## config.mk

```make
export PLATFORM = sky130hd
export DESIGN_NAME = rgb_pixel_filter
export DESIGN_NICKNAME = d
export VERILOG_FILES = /design/src/hw/rtl/rpf_pkg.sv /design/src/hw/rtl/rpf_front.sv /design/src/hw/rtl/rpf_mid_queue.sv /design/src/hw/rtl/rpf_back.sv /design/src/hw/rtl/rpf_out_queue.sv /design/src/hw/rtl/rgb_pixel_filter.sv
export VERILOG_INCLUDE_DIRS = /design/src /design/src/hw/rtl
export SDC_FILE = /design/constraint.sdc
export NUM_CORES = 2
export LEC_CHECK = 0
export BUFFER_PORTS_ARGS = -buffer_cell sky130_fd_sc_hd__buf_2
export CAP_MARGIN = 20
export CORE_UTILIZATION = 35
export CTS_CLUSTER_SIZE = 24
export DETAILED_ROUTE_END_ITERATION = 12
export MAX_ROUTING_LAYER = met4
export PLACE_DENSITY_LB_ADDON = 0.3
export SLEW_MARGIN = 10
export SYNTH_ARGS = -nofsm -noshare
export SYNTH_HDL_FRONTEND = slang
export SYNTH_SLANG_ARGS = --single-unit
export TNS_END_PERCENT = 5
```

## constraint.sdc

```tcl
create_clock -name i_clk -period 21.6 [get_ports i_clk]
set_clock_uncertainty 0.15 [all_clocks]
set_input_delay 6.48 -clock i_clk [delete_from_list [all_inputs] [get_ports i_clk]]
set_output_delay 6.48 -clock i_clk [all_outputs]
set_load 0.005 [all_outputs]
```

## src/hw/rtl/assert_macros.svh

```systemverilog
// Assertion macros used by the RTL top level
`ifndef ASSERT_MACROS_SVH
`define ASSERT_MACROS_SVH

// Condition must never hold outside reset
`define ASSERT_NEVER(label, clk, rst_n, expr, msg) \
    label: assert property (@(posedge clk) disable iff (!rst_n) !(expr)) \
        else $error(msg);

// Antecedent implies consequent in the same cycle
`define ASSERT_IMPL(label, clk, rst_n, ante, cons, msg) \
    label: assert property (@(posedge clk) disable iff (!rst_n) (ante) |-> (cons)) \
        else $error(msg);

// Antecedent implies consequent in the next cycle
`define ASSERT_NEXT(label, clk, rst_n, ante, cons, msg) \
    label: assert property (@(posedge clk) disable iff (!rst_n) (ante) |=> (cons)) \
        else $error(msg);

`endif

```

## src/hw/rtl/rpf_pkg.sv

```systemverilog
// Types, constants and register codes of the RGB pixel filter
package rpf_pkg;

    localparam int TAPS      = 11;
    localparam int HALF      = TAPS / 2;
    localparam int MAX_WIDTH = 4096;
    localparam int NUM_CH    = 3;
    localparam int CH_W      = 8;
    localparam int PX_W      = NUM_CH * CH_W;
    localparam int COL_W     = $clog2(MAX_WIDTH);
    localparam int WIDTH_W   = 13;
    localparam int SEL_W     = 2;
    localparam int CFG_IDX_W = 2;
    localparam int CFG_DATA_W = WIDTH_W;
    localparam int SAT_W     = $clog2(HALF + 1);

    // Running window sum per channel
    localparam int SUM_W       = $clog2(TAPS * 255 + 1);
    localparam int BLUR_SHIFT  = SUM_W + 5;
    localparam int BLUR_MUL    = (2 ** BLUR_SHIFT + TAPS - 1) / TAPS;
    localparam int BLUR_MUL_W  = $clog2(BLUR_MUL + 1);
    localparam int BLUR_PROD_W = SUM_W + BLUR_MUL_W;

    // Grayscale average: divide by three via reciprocal
    localparam int GRAY_SUM_W  = $clog2(3 * 255 + 1);
    localparam int GRAY_SHIFT  = GRAY_SUM_W + 2;
    localparam int GRAY_MUL    = (2 ** GRAY_SHIFT + 2) / 3;
    localparam int GRAY_MUL_W  = $clog2(GRAY_MUL + 1);
    localparam int GRAY_PROD_W = GRAY_SUM_W + GRAY_MUL_W;

    localparam int MQ_DEPTH = 4;
    localparam int MQ_AW    = $clog2(MQ_DEPTH);
    localparam int OQ_DEPTH = 8;
    localparam int OQ_AW    = $clog2(OQ_DEPTH);
    // Output queue fill plus the result still in the back end
    localparam int NEED_W   = OQ_AW + 2;

    // Configuration register indexes
    localparam logic [CFG_IDX_W-1:0] REG_MODE  = 2'd0;
    localparam logic [CFG_IDX_W-1:0] REG_CHSEL = 2'd1;
    localparam logic [CFG_IDX_W-1:0] REG_WIDTH = 2'd2;

    // Mode codes
    localparam logic [SEL_W-1:0] MODE_GRAY = 2'd0;
    localparam logic [SEL_W-1:0] MODE_KEEP = 2'd1;
    localparam logic [SEL_W-1:0] MODE_BLUR = 2'd2;

    // Channel select codes
    localparam logic [SEL_W-1:0] CH_BLUE  = 2'd0;
    localparam logic [SEL_W-1:0] CH_GREEN = 2'd1;
    localparam logic [SEL_W-1:0] CH_RED   = 2'd2;

    typedef struct packed {
        logic [SEL_W-1:0]   mode;
        logic [SEL_W-1:0]   chsel;
        logic [WIDTH_W-1:0] row_width;
    } t_cfg;

    // Classified pixel passed from front to back
    typedef struct packed {
        logic [PX_W-1:0]  px;
        logic             first;
        logic             last;
        logic [SAT_W-1:0] col_sat;
    } t_mid_item;

    typedef struct packed {
        logic [CH_W-1:0] blue;
        logic [CH_W-1:0] green;
        logic [CH_W-1:0] red;
        logic            run_last;
        logic            row_last;
    } t_result;

endpackage

```

## src/hw/rtl/rpf_front.sv

```systemverilog
// Front end: accepts pixels, tracks the column and classifies each pixel
module rpf_front (
    input  logic                             i_clk,
    input  logic                             i_rst_n,
    input  rpf_pkg::t_cfg                    i_cfg,
    input  logic                             i_push,
    input  logic [rpf_pkg::CH_W-1:0]         i_in_blue,
    input  logic [rpf_pkg::CH_W-1:0]         i_in_green,
    input  logic [rpf_pkg::CH_W-1:0]         i_in_red,
    input  logic                             i_mq_full,
    output logic                             o_mq_wr,
    output rpf_pkg::t_mid_item               o_mq_item
);

    logic [rpf_pkg::COL_W-1:0]   r_col;
    logic [rpf_pkg::COL_W-1:0]   n_col;
    logic [rpf_pkg::WIDTH_W-1:0] width_eff;
    logic [rpf_pkg::WIDTH_W-1:0] col_inc;
    logic                        row_end;
    logic                        accept;

    always_comb begin
        // Clamp the row width into its legal range
        if (i_cfg.row_width == '0) begin
            width_eff = rpf_pkg::WIDTH_W'(1);
        end else if (i_cfg.row_width > rpf_pkg::WIDTH_W'(rpf_pkg::MAX_WIDTH)) begin
            width_eff = rpf_pkg::WIDTH_W'(rpf_pkg::MAX_WIDTH);
        end else begin
            width_eff = i_cfg.row_width;
        end
        col_inc = rpf_pkg::WIDTH_W'(r_col) + rpf_pkg::WIDTH_W'(1);
        row_end = (col_inc >= width_eff);
        accept  = i_push & ~i_mq_full;
        n_col   = r_col;
        if (accept) begin
            n_col = row_end ? '0 : rpf_pkg::COL_W'(col_inc);
        end

        o_mq_wr           = accept;
        o_mq_item.px      = {i_in_red, i_in_green, i_in_blue};
        o_mq_item.first   = (r_col == '0);
        o_mq_item.last    = row_end;
        o_mq_item.col_sat = (r_col >= rpf_pkg::COL_W'(rpf_pkg::HALF)) ?
                            rpf_pkg::SAT_W'(rpf_pkg::HALF) : r_col[rpf_pkg::SAT_W-1:0];
    end

    always_ff @(posedge i_clk) begin
        if (!i_rst_n) begin
            r_col <= '0;
        end else begin
            r_col <= n_col;
        end
    end

endmodule

```

## src/hw/rtl/rpf_mid_queue.sv

```systemverilog
// Short queue of classified pixels between front and back
module rpf_mid_queue (
    input  logic                 i_clk,
    input  logic                 i_rst_n,
    input  logic                 i_wr,
    input  rpf_pkg::t_mid_item   i_item,
    output logic                 o_full,
    input  logic                 i_rd,
    output rpf_pkg::t_mid_item   o_item,
    output logic                 o_empty
);

    rpf_pkg::t_mid_item          r_mem [rpf_pkg::MQ_DEPTH];
    logic [rpf_pkg::MQ_AW-1:0]   r_wp;
    logic [rpf_pkg::MQ_AW-1:0]   r_rp;
    logic [rpf_pkg::MQ_AW:0]     r_cnt;

    assign o_full  = (r_cnt == (rpf_pkg::MQ_AW + 1)'(rpf_pkg::MQ_DEPTH));
    assign o_empty = (r_cnt == '0);
    assign o_item  = r_mem[r_rp];

    always_ff @(posedge i_clk) begin
        if (i_wr) begin
            r_mem[r_wp] <= i_item;
        end
    end

    always_ff @(posedge i_clk) begin
        if (!i_rst_n) begin
            r_wp  <= '0;
            r_rp  <= '0;
            r_cnt <= '0;
        end else begin
            if (i_wr) begin
                r_wp <= r_wp + rpf_pkg::MQ_AW'(1);
            end
            if (i_rd) begin
                r_rp <= r_rp + rpf_pkg::MQ_AW'(1);
            end
            r_cnt <= r_cnt + (rpf_pkg::MQ_AW + 1)'(i_wr) - (rpf_pkg::MQ_AW + 1)'(i_rd);
        end
    end

endmodule

```

## src/hw/rtl/rpf_back.sv

```systemverilog
// Back end: sliding window, row-end flush and per-mode pixel arithmetic
module rpf_back (
    input  logic                         i_clk,
    input  logic                         i_rst_n,
    input  rpf_pkg::t_cfg                i_cfg,
    input  rpf_pkg::t_mid_item           i_mq_item,
    input  logic                         i_mq_empty,
    output logic                         o_mq_rd,
    input  logic [rpf_pkg::OQ_AW:0]      i_oq_count,
    output logic                         o_oq_wr,
    output rpf_pkg::t_result             o_oq_data,
    output logic                         o_flushing
);

    logic [rpf_pkg::PX_W-1:0]   r_win [rpf_pkg::TAPS];
    logic [rpf_pkg::PX_W-1:0]   n_win [rpf_pkg::TAPS];
    logic [rpf_pkg::SUM_W-1:0]  r_sum [rpf_pkg::NUM_CH];
    logic [rpf_pkg::SUM_W-1:0]  n_sum [rpf_pkg::NUM_CH];
    logic                       r_flush,   n_flush;
    logic [rpf_pkg::SAT_W-1:0]  r_step,    n_step;
    logic [rpf_pkg::SAT_W-1:0]  r_col_sat, n_col_sat;
    logic                       r_e_valid, n_e_valid;
    logic                       r_e_run_last, n_e_run_last;
    logic                       r_e_row_last, n_e_row_last;

    logic [rpf_pkg::NEED_W-1:0] need;
    logic                       can_go;
    logic                       load;
    logic                       step;
    logic                       shift;
    logic [rpf_pkg::PX_W-1:0]   shift_px;
    logic [rpf_pkg::SAT_W:0]    reach;

    logic [rpf_pkg::PX_W-1:0]        centre;
    logic [rpf_pkg::GRAY_PROD_W-1:0] gray_prod;
    logic [rpf_pkg::CH_W-1:0]        gray;
    logic [rpf_pkg::BLUR_PROD_W-1:0] blur_prod [rpf_pkg::NUM_CH];
    logic [rpf_pkg::CH_W-1:0]        blur      [rpf_pkg::NUM_CH];
    rpf_pkg::t_result                res;

    // Hold off while the output queue could not take every result in flight
    always_comb begin
        need   = rpf_pkg::NEED_W'(i_oq_count) + rpf_pkg::NEED_W'(r_e_valid);
        can_go = (need < rpf_pkg::NEED_W'(rpf_pkg::OQ_DEPTH));
        load   = ~r_flush & ~i_mq_empty & can_go;
        step   = r_flush & can_go;
        shift  = step | (load & ~i_mq_item.first);
        shift_px = load ? i_mq_item.px : r_win[rpf_pkg::TAPS-1];
    end

    // Window and running sums
    always_comb begin
        for (int t = 0; t < rpf_pkg::TAPS; t++) begin
            n_win[t] = r_win[t];
        end
        for (int k = 0; k < rpf_pkg::NUM_CH; k++) begin
            n_sum[k] = r_sum[k];
        end
        if (load && i_mq_item.first) begin
            for (int t = 0; t < rpf_pkg::TAPS; t++) begin
                n_win[t] = i_mq_item.px;
            end
            for (int k = 0; k < rpf_pkg::NUM_CH; k++) begin
                n_sum[k] = rpf_pkg::SUM_W'(rpf_pkg::TAPS)
                         * rpf_pkg::SUM_W'(i_mq_item.px[k*rpf_pkg::CH_W +: rpf_pkg::CH_W]);
            end
        end else if (shift) begin
            for (int t = 0; t < rpf_pkg::TAPS - 1; t++) begin
                n_win[t] = r_win[t+1];
            end
            n_win[rpf_pkg::TAPS-1] = shift_px;
            for (int k = 0; k < rpf_pkg::NUM_CH; k++) begin
                n_sum[k] = r_sum[k]
                         + rpf_pkg::SUM_W'(shift_px[k*rpf_pkg::CH_W +: rpf_pkg::CH_W])
                         - rpf_pkg::SUM_W'(r_win[0][k*rpf_pkg::CH_W +: rpf_pkg::CH_W]);
            end
        end
    end

    // Sequencing: at most one emission per pixel (none before column HALF), up to HALF+1 at a row end
    always_comb begin
        n_flush      = r_flush;
        n_step       = r_step;
        n_col_sat    = r_col_sat;
        n_e_valid    = 1'b0;
        n_e_run_last = 1'b0;
        n_e_row_last = 1'b0;
        reach        = (rpf_pkg::SAT_W + 1)'(r_col_sat) + (rpf_pkg::SAT_W + 1)'(r_step);
        if (load) begin
            n_e_valid    = (i_mq_item.col_sat == rpf_pkg::SAT_W'(rpf_pkg::HALF));
            n_e_run_last = ~i_mq_item.last;
            if (i_mq_item.last) begin
                n_flush   = 1'b1;
                n_step    = rpf_pkg::SAT_W'(1);
                n_col_sat = i_mq_item.col_sat;
            end
        end else if (step) begin
            n_e_valid    = (reach >= (rpf_pkg::SAT_W + 1)'(rpf_pkg::HALF));
            n_e_run_last = (r_step == rpf_pkg::SAT_W'(rpf_pkg::HALF));
            n_e_row_last = n_e_run_last;
            n_step       = r_step + rpf_pkg::SAT_W'(1);
            if (n_e_run_last) begin
                n_flush = 1'b0;
            end
        end
    end

    // Result arithmetic on the registered window
    always_comb begin
        centre    = r_win[rpf_pkg::HALF];
        gray_prod = rpf_pkg::GRAY_PROD_W'(
                        rpf_pkg::GRAY_SUM_W'(centre[0 +: rpf_pkg::CH_W])
                      + rpf_pkg::GRAY_SUM_W'(centre[rpf_pkg::CH_W +: rpf_pkg::CH_W])
                      + rpf_pkg::GRAY_SUM_W'(centre[2*rpf_pkg::CH_W +: rpf_pkg::CH_W]))
                  * rpf_pkg::GRAY_PROD_W'(rpf_pkg::GRAY_MUL);
        gray      = gray_prod[rpf_pkg::GRAY_SHIFT +: rpf_pkg::CH_W];
        for (int k = 0; k < rpf_pkg::NUM_CH; k++) begin
            blur_prod[k] = rpf_pkg::BLUR_PROD_W'(r_sum[k])
                         * rpf_pkg::BLUR_PROD_W'(rpf_pkg::BLUR_MUL);
            blur[k]      = blur_prod[k][rpf_pkg::BLUR_SHIFT +: rpf_pkg::CH_W];
        end

        res = '0;
        case (i_cfg.mode)
            rpf_pkg::MODE_GRAY: begin
                res.blue  = gray;
                res.green = gray;
                res.red   = gray;
            end
            rpf_pkg::MODE_KEEP: begin
                case (i_cfg.chsel)
                    rpf_pkg::CH_BLUE:  res.blue  = centre[0 +: rpf_pkg::CH_W];
                    rpf_pkg::CH_GREEN: res.green = centre[rpf_pkg::CH_W +: rpf_pkg::CH_W];
                    rpf_pkg::CH_RED:   res.red   = centre[2*rpf_pkg::CH_W +: rpf_pkg::CH_W];
                    default: ;
                endcase
            end
            rpf_pkg::MODE_BLUR: begin
                res.blue  = blur[0];
                res.green = blur[1];
                res.red   = blur[2];
            end
            default: ;
        endcase
        res.run_last = r_e_run_last;
        res.row_last = r_e_row_last;
    end

    assign o_mq_rd    = load;
    assign o_oq_wr    = r_e_valid;
    assign o_oq_data  = res;
    assign o_flushing = r_flush;

    always_ff @(posedge i_clk) begin
        r_win        <= n_win;
        r_sum        <= n_sum;
        r_col_sat    <= n_col_sat;
        r_e_run_last <= n_e_run_last;
        r_e_row_last <= n_e_row_last;
    end

    always_ff @(posedge i_clk) begin
        if (!i_rst_n) begin
            r_flush   <= 1'b0;
            r_step    <= '0;
            r_e_valid <= 1'b0;
        end else begin
            r_flush   <= n_flush;
            r_step    <= n_step;
            r_e_valid <= n_e_valid;
        end
    end

endmodule

```

## src/hw/rtl/rpf_out_queue.sv

```systemverilog
// Output queue holding finished result pixels for the receiver
module rpf_out_queue (
    input  logic                     i_clk,
    input  logic                     i_rst_n,
    input  logic                     i_wr,
    input  rpf_pkg::t_result         i_data,
    input  logic                     i_rd,
    output rpf_pkg::t_result         o_data,
    output logic                     o_empty,
    output logic                     o_full,
    output logic [rpf_pkg::OQ_AW:0]  o_count
);

    rpf_pkg::t_result            r_mem [rpf_pkg::OQ_DEPTH];
    logic [rpf_pkg::OQ_AW-1:0]   r_wp;
    logic [rpf_pkg::OQ_AW-1:0]   r_rp;
    logic [rpf_pkg::OQ_AW:0]     r_cnt;

    assign o_data  = r_mem[r_rp];
    assign o_empty = (r_cnt == '0);
    assign o_full  = (r_cnt == (rpf_pkg::OQ_AW + 1)'(rpf_pkg::OQ_DEPTH));
    assign o_count = r_cnt;

    always_ff @(posedge i_clk) begin
        if (i_wr) begin
            r_mem[r_wp] <= i_data;
        end
    end

    always_ff @(posedge i_clk) begin
        if (!i_rst_n) begin
            r_wp  <= '0;
            r_rp  <= '0;
            r_cnt <= '0;
        end else begin
            if (i_wr) begin
                r_wp <= r_wp + rpf_pkg::OQ_AW'(1);
            end
            if (i_rd) begin
                r_rp <= r_rp + rpf_pkg::OQ_AW'(1);
            end
            r_cnt <= r_cnt + (rpf_pkg::OQ_AW + 1)'(i_wr) - (rpf_pkg::OQ_AW + 1)'(i_rd);
        end
    end

endmodule

```

## src/hw/rtl/rgb_pixel_filter.sv

```systemverilog
// RGB pixel filter top level: grayscale, channel keep or horizontal box blur
//
// Pixels enter on a queue-style port: one transaction when push is high and
// full is low. Results leave the same way: the oldest result sits on the
// o_out_* ports while empty is low and is taken when pop is high.
// Configuration (mode, channel select, row width) is written through
// i_cfg_wen / i_cfg_idx / i_cfg_data while no pixel is in flight.
// Each result belongs to the pixel five columns back; the last pixel of a
// row releases the rest of that row. The first result a pixel releases goes
// through the classifier queue, the back-end registers and the output queue;
// a row end releases the rest one per cycle while the output queue has room.
// Throughput is one pixel per cycle inside a row while the receiver keeps up.
// The back end takes no pixels from the classifier queue while it flushes at
// each row end; the four-entry classifier queue keeps taking pixels meanwhile
// and full rises once it fills.
// When the receiver stalls, the eight-entry output queue fills, the back end
// holds, then the classifier queue fills and full rises.
// Reset is synchronous and clears the column count, queues, back-end control state and
// configuration (mode 0, channel 0, row width 1); there is no clearing pass.
module rgb_pixel_filter (
    input  logic                              i_clk,
    input  logic                              i_rst_n,
    input  logic                              i_cfg_wen,
    input  logic [rpf_pkg::CFG_IDX_W-1:0]     i_cfg_idx,
    input  logic [rpf_pkg::CFG_DATA_W-1:0]    i_cfg_data,
    input  logic                              push,
    output logic                              full,
    input  logic [rpf_pkg::CH_W-1:0]          i_in_blue,
    input  logic [rpf_pkg::CH_W-1:0]          i_in_green,
    input  logic [rpf_pkg::CH_W-1:0]          i_in_red,
    output logic                              empty,
    input  logic                              pop,
    output logic [rpf_pkg::CH_W-1:0]          o_out_blue,
    output logic [rpf_pkg::CH_W-1:0]          o_out_green,
    output logic [rpf_pkg::CH_W-1:0]          o_out_red,
    output logic                              o_run_last,
    output logic                              o_row_last
);

    rpf_pkg::t_cfg              r_cfg;
    rpf_pkg::t_mid_item         mq_wr_item;
    rpf_pkg::t_mid_item         mq_rd_item;
    logic                       mq_wr;
    logic                       mq_rd;
    logic                       mq_full;
    logic                       mq_empty;
    logic                       oq_wr;
    logic                       oq_rd;
    logic                       oq_full;
    logic [rpf_pkg::OQ_AW:0]    oq_count;
    rpf_pkg::t_result           oq_wr_data;
    rpf_pkg::t_result           oq_rd_data;
    logic                       flushing;
    logic                       oq_last_pop;
    logic                       oq_row_end;

    always_ff @(posedge i_clk) begin
        if (!i_rst_n) begin
            r_cfg.mode      <= rpf_pkg::MODE_GRAY;
            r_cfg.chsel     <= rpf_pkg::CH_BLUE;
            r_cfg.row_width <= rpf_pkg::WIDTH_W'(1);
        end else if (i_cfg_wen) begin
            case (i_cfg_idx)
                rpf_pkg::REG_MODE:  r_cfg.mode      <= i_cfg_data[rpf_pkg::SEL_W-1:0];
                rpf_pkg::REG_CHSEL: r_cfg.chsel     <= i_cfg_data[rpf_pkg::SEL_W-1:0];
                rpf_pkg::REG_WIDTH: r_cfg.row_width <= i_cfg_data[rpf_pkg::WIDTH_W-1:0];
                default: ;
            endcase
        end
    end

    rpf_front u_front (
        .i_clk      (i_clk),
        .i_rst_n    (i_rst_n),
        .i_cfg      (r_cfg),
        .i_push     (push),
        .i_in_blue  (i_in_blue),
        .i_in_green (i_in_green),
        .i_in_red   (i_in_red),
        .i_mq_full  (mq_full),
        .o_mq_wr    (mq_wr),
        .o_mq_item  (mq_wr_item)
    );

    rpf_mid_queue u_mid_queue (
        .i_clk   (i_clk),
        .i_rst_n (i_rst_n),
        .i_wr    (mq_wr),
        .i_item  (mq_wr_item),
        .o_full  (mq_full),
        .i_rd    (mq_rd),
        .o_item  (mq_rd_item),
        .o_empty (mq_empty)
    );

    rpf_back u_back (
        .i_clk      (i_clk),
        .i_rst_n    (i_rst_n),
        .i_cfg      (r_cfg),
        .i_mq_item  (mq_rd_item),
        .i_mq_empty (mq_empty),
        .o_mq_rd    (mq_rd),
        .i_oq_count (oq_count),
        .o_oq_wr    (oq_wr),
        .o_oq_data  (oq_wr_data),
        .o_flushing (flushing)
    );

    assign oq_rd = pop & ~empty;

    rpf_out_queue u_out_queue (
        .i_clk   (i_clk),
        .i_rst_n (i_rst_n),
        .i_wr    (oq_wr),
        .i_data  (oq_wr_data),
        .i_rd    (oq_rd),
        .o_data  (oq_rd_data),
        .o_empty (empty),
        .o_full  (oq_full),
        .o_count (oq_count)
    );

    assign full        = mq_full;
    assign o_out_blue  = oq_rd_data.blue;
    assign o_out_green = oq_rd_data.green;
    assign o_out_red   = oq_rd_data.red;
    assign o_run_last  = oq_rd_data.run_last;
    assign o_row_last  = oq_rd_data.row_last;

    assign oq_last_pop = oq_rd & (oq_count == (rpf_pkg::OQ_AW + 1)'(1)) & ~oq_wr;
    assign oq_row_end  = ~empty & o_row_last;

`include "assert_macros.svh"

    `ASSERT_NEVER(a_oq_overflow, i_clk, i_rst_n, oq_wr && oq_full, "output queue overflow")
    `ASSERT_NEVER(a_mq_underflow, i_clk, i_rst_n, mq_rd && mq_empty, "pixel queue underflow")
    `ASSERT_IMPL(a_flush_holds_queue, i_clk, i_rst_n, flushing, !mq_rd, "pop during flush")
    `ASSERT_IMPL(a_row_end_ends_run, i_clk, i_rst_n, oq_row_end, o_run_last, "row end not run end")
    `ASSERT_NEXT(a_last_pop_drains, i_clk, i_rst_n, oq_last_pop, empty, "queue not drained")

endmodule

```

==> flow_summary.json <==
{
  "outcome": "completed",
  "drtIter0Drc": 1451,
  "yosysMostFrequentCell": "edfxtp_1",
  "fmax_mhz": 110,
  "htreeDepth": 3,
  "pin_count": 72,
  "placed_area_um2": 42900,
  "syn2layout_area_growth_pct": 11.2,
  "synth_area_um2": 40800,
  "use_met2": 0.221,
  "synth_ff_type": "edfxtp_1",
  "relSlewSlack": 0.298,
  "insertion_delay_ns": 0.63,
  "yosys.area.top_type": "edfxtp_1",
  "start_kind": "flop",
  "clock_tree.buffer_depth": 3,
  "grt_pass1_wl_um": 132000,
  "n_fill_cell": 10824,
  "rows": 124,
  "yosysUniqueCellTypes": 73,
  "antenna_found_initial": 2,
  "ys_warn_count": 0,
  "cts_sinks": 685,
  "grt-ovfl-total": 0,
  "syn_inst": 3086,
  "cts_resized": 0,
  "async_reset_ff_frac": 0,
  "ys_seq_area_frac": 0.490,
  "grt.met1_usage": 0.208,
  "cts_tree": "built",
  "firstDrtPassIters": 5,
  "grt_pass1_vias": 23546,
  "cp-end-kind": "primary output",
  "yosys.area.top_type_share": 0.462,
  "global_route.usage.met3": 0.0206,
  "synth_nets": 3752,
  "clkSlewWorstSetupHoldPaths_ns": 0.06,
  "cp.required_ns": 14.97,
  "seq_area_um2": 20000,
  "grt-busiest-layer": "met2",
  "port_buffers": 71,
  "path_class": "flop to primary output",
  "grt_max_degree": 191,
  "worst_pin_slew_ns": 1.05,
  "place_ws_ns": 12.79,
  "synthTopCellsByCount": "627 x edfxtp_1, 482 x inv_1, 443 x ha_1",
  "initial_core_util": 0.355,
  "finalWeightedCongestion": 0.839,
  "die_area_um2": 118000,
  "die_y_um": 343,
  "cts_hold_buf": 0,
  "diodes": 0,
  "min_period_over_period": 0.422,
  "maxCapViolCount": 0,
  "via_per_inst": 4.85,
  "maxSlewViolCount": 0,
  "fp.dieW_um": 343,
  "drc": 0,
  "grtUsageTotal": 0.146,
  "finalSetupViolCount": 0,
  "coreArea_um2": 115000,
  "synth_edf_count": 627,
  "syn_avg_cell_area_um2": 13.2,
  "post_cts_buffers": 0,
  "finalCriticalPeriod_ns": 9.11,
  "yosys-top-cells-area": "edfxtp_1 46%, ha_1 14%, fa_1 8.8%",
  "arrival_ns": 2.48,
  "layout-drive-gt1-share": 0.115,
  "min-delay-path-class": "flop to flop",
  "hold_viol_final": 0,
  "finalNetCount": 3839,
  "clockRootBuffer": "clkbuf_16",
  "finalSetupTns_ns": 0,
  "wire_per_inst_um": 17.4,
  "rsz0062_at_grt": "no",
  "ys_ff_latch": 685,
  "stdcell_area_um2": 45300,
  "numCtsBuffers": 76,
  "setup_ws_ns": 12.49,
  "multi_input_area_um2": 18600,
  "drt-total-wl_um": 82300,
  "via_count": 23002,
  "ant_nets": 0,
  "cp_max_fo": 41,
  "dp_hpwl_um": 58300
}
==> path summary, 6_finish.rpt <==
kind | slack [ns] | end | startpoint | depth (start not counted)
hold reg to reg | 0.34 | r_cfg[5]$_SDFFE_PN0P_ | r_cfg[5]$_SDFFE_PN0P_ | 2
hold / removal | 0.34 | r_cfg[5]$_SDFFE_PN0P_ | r_cfg[5]$_SDFFE_PN0P_ | 2
setup reg to reg | 13.40 | u_out_queue.r_mem[2][8]$_DFFE_PP_ | u_back.centre[9]$_DFFE_PP_ | 30
setup / recovery | 12.49 | o_out_green[7] | flop | 4
==> metal layers <==
metal  part of all wire  wire (um)
met5                  0          0
met1               0.50      41200
met3              0.038       3100
met4              0.018       1520
met2               0.44      36500
==> critical path, cell delays in order, from the launching register on <==
cell	delay [ns]
dfxtp_4	0.52
buf_16	0.33
mux4_2	0.55
mux2_2	0.30
buf_2	0.13
==> registers in the layout, indices dropped and copies added (netlist names), 2 cells and up, named ones only <==
| register | flops |
|---|---|
| u_back.r_win | 240 |
| u_out_queue.r_mem | 208 |
| u_mid_queue.r_mem | 116 |
| u_back.r_sum | 36 |
| u_back.centre | 24 |
| r_cfg | 17 |
| u_front.r_col | 12 |
| u_out_queue.o_count | 4 |
| u_back.r_col_sat | 3 |
| u_back.r_step | 3 |
| u_mid_queue.r_cnt | 3 |
| u_out_queue.r_rp | 3 |
| u_out_queue.r_wp | 3 |
| u_mid_queue.r_rp | 2 |
| u_mid_queue.r_wp | 2 |
==> final cells by class <==
class                   count  area share
clock buffers              90      0.0445
clock inverters            44     0.00884
inverters                 483      0.0400
multi-input cells        1829       0.410
flip-flops and latches    685       0.441
well taps                1512      0.0418
repair buffers             98      0.0133
==> metrics by stage <==
step	util	cells	hold WS (ns)
final	0.394	4741	0.335
after detailed placement	0.373	4606	0.329
after global placement	0.373	4604	0.322
after floorplan	-	3086	0.291
after global routing	0.394	4741	0.353
after CTS	0.394	4740	0.337
==> cell usage in the layout, fill, tap and decap left out, drive strengths merged, types with 90 or more instances in the layout <==
cell type,Yosys,routed
a21oi,103,103
buf,57,98
a21o,273,273
fa,179,179
xnor2,90,90
edfxtp,627,627
inv,482,485
ha,443,443
clkbuf,32,90
nand2,125,125
==> logic make-up (layout without fill, tap and decap cells) <==
kind of cell,count (synthesis),after routing,share of synthesized area
buffers and inverters,572,715,0.0548
and+or+nand+nor,377,377,0.0464
xor gates and xnor gates,133,133,0.0289
muxes,132,132,0.0581
DFF,685,685,0.490
adders and majority gates,622,622,0.224
AOI/OAI and AO/OA,565,565,0.0974
Power is not shown: default switching activity piles up to over one toggle a cycle in this logic, so the estimate is an artifact.
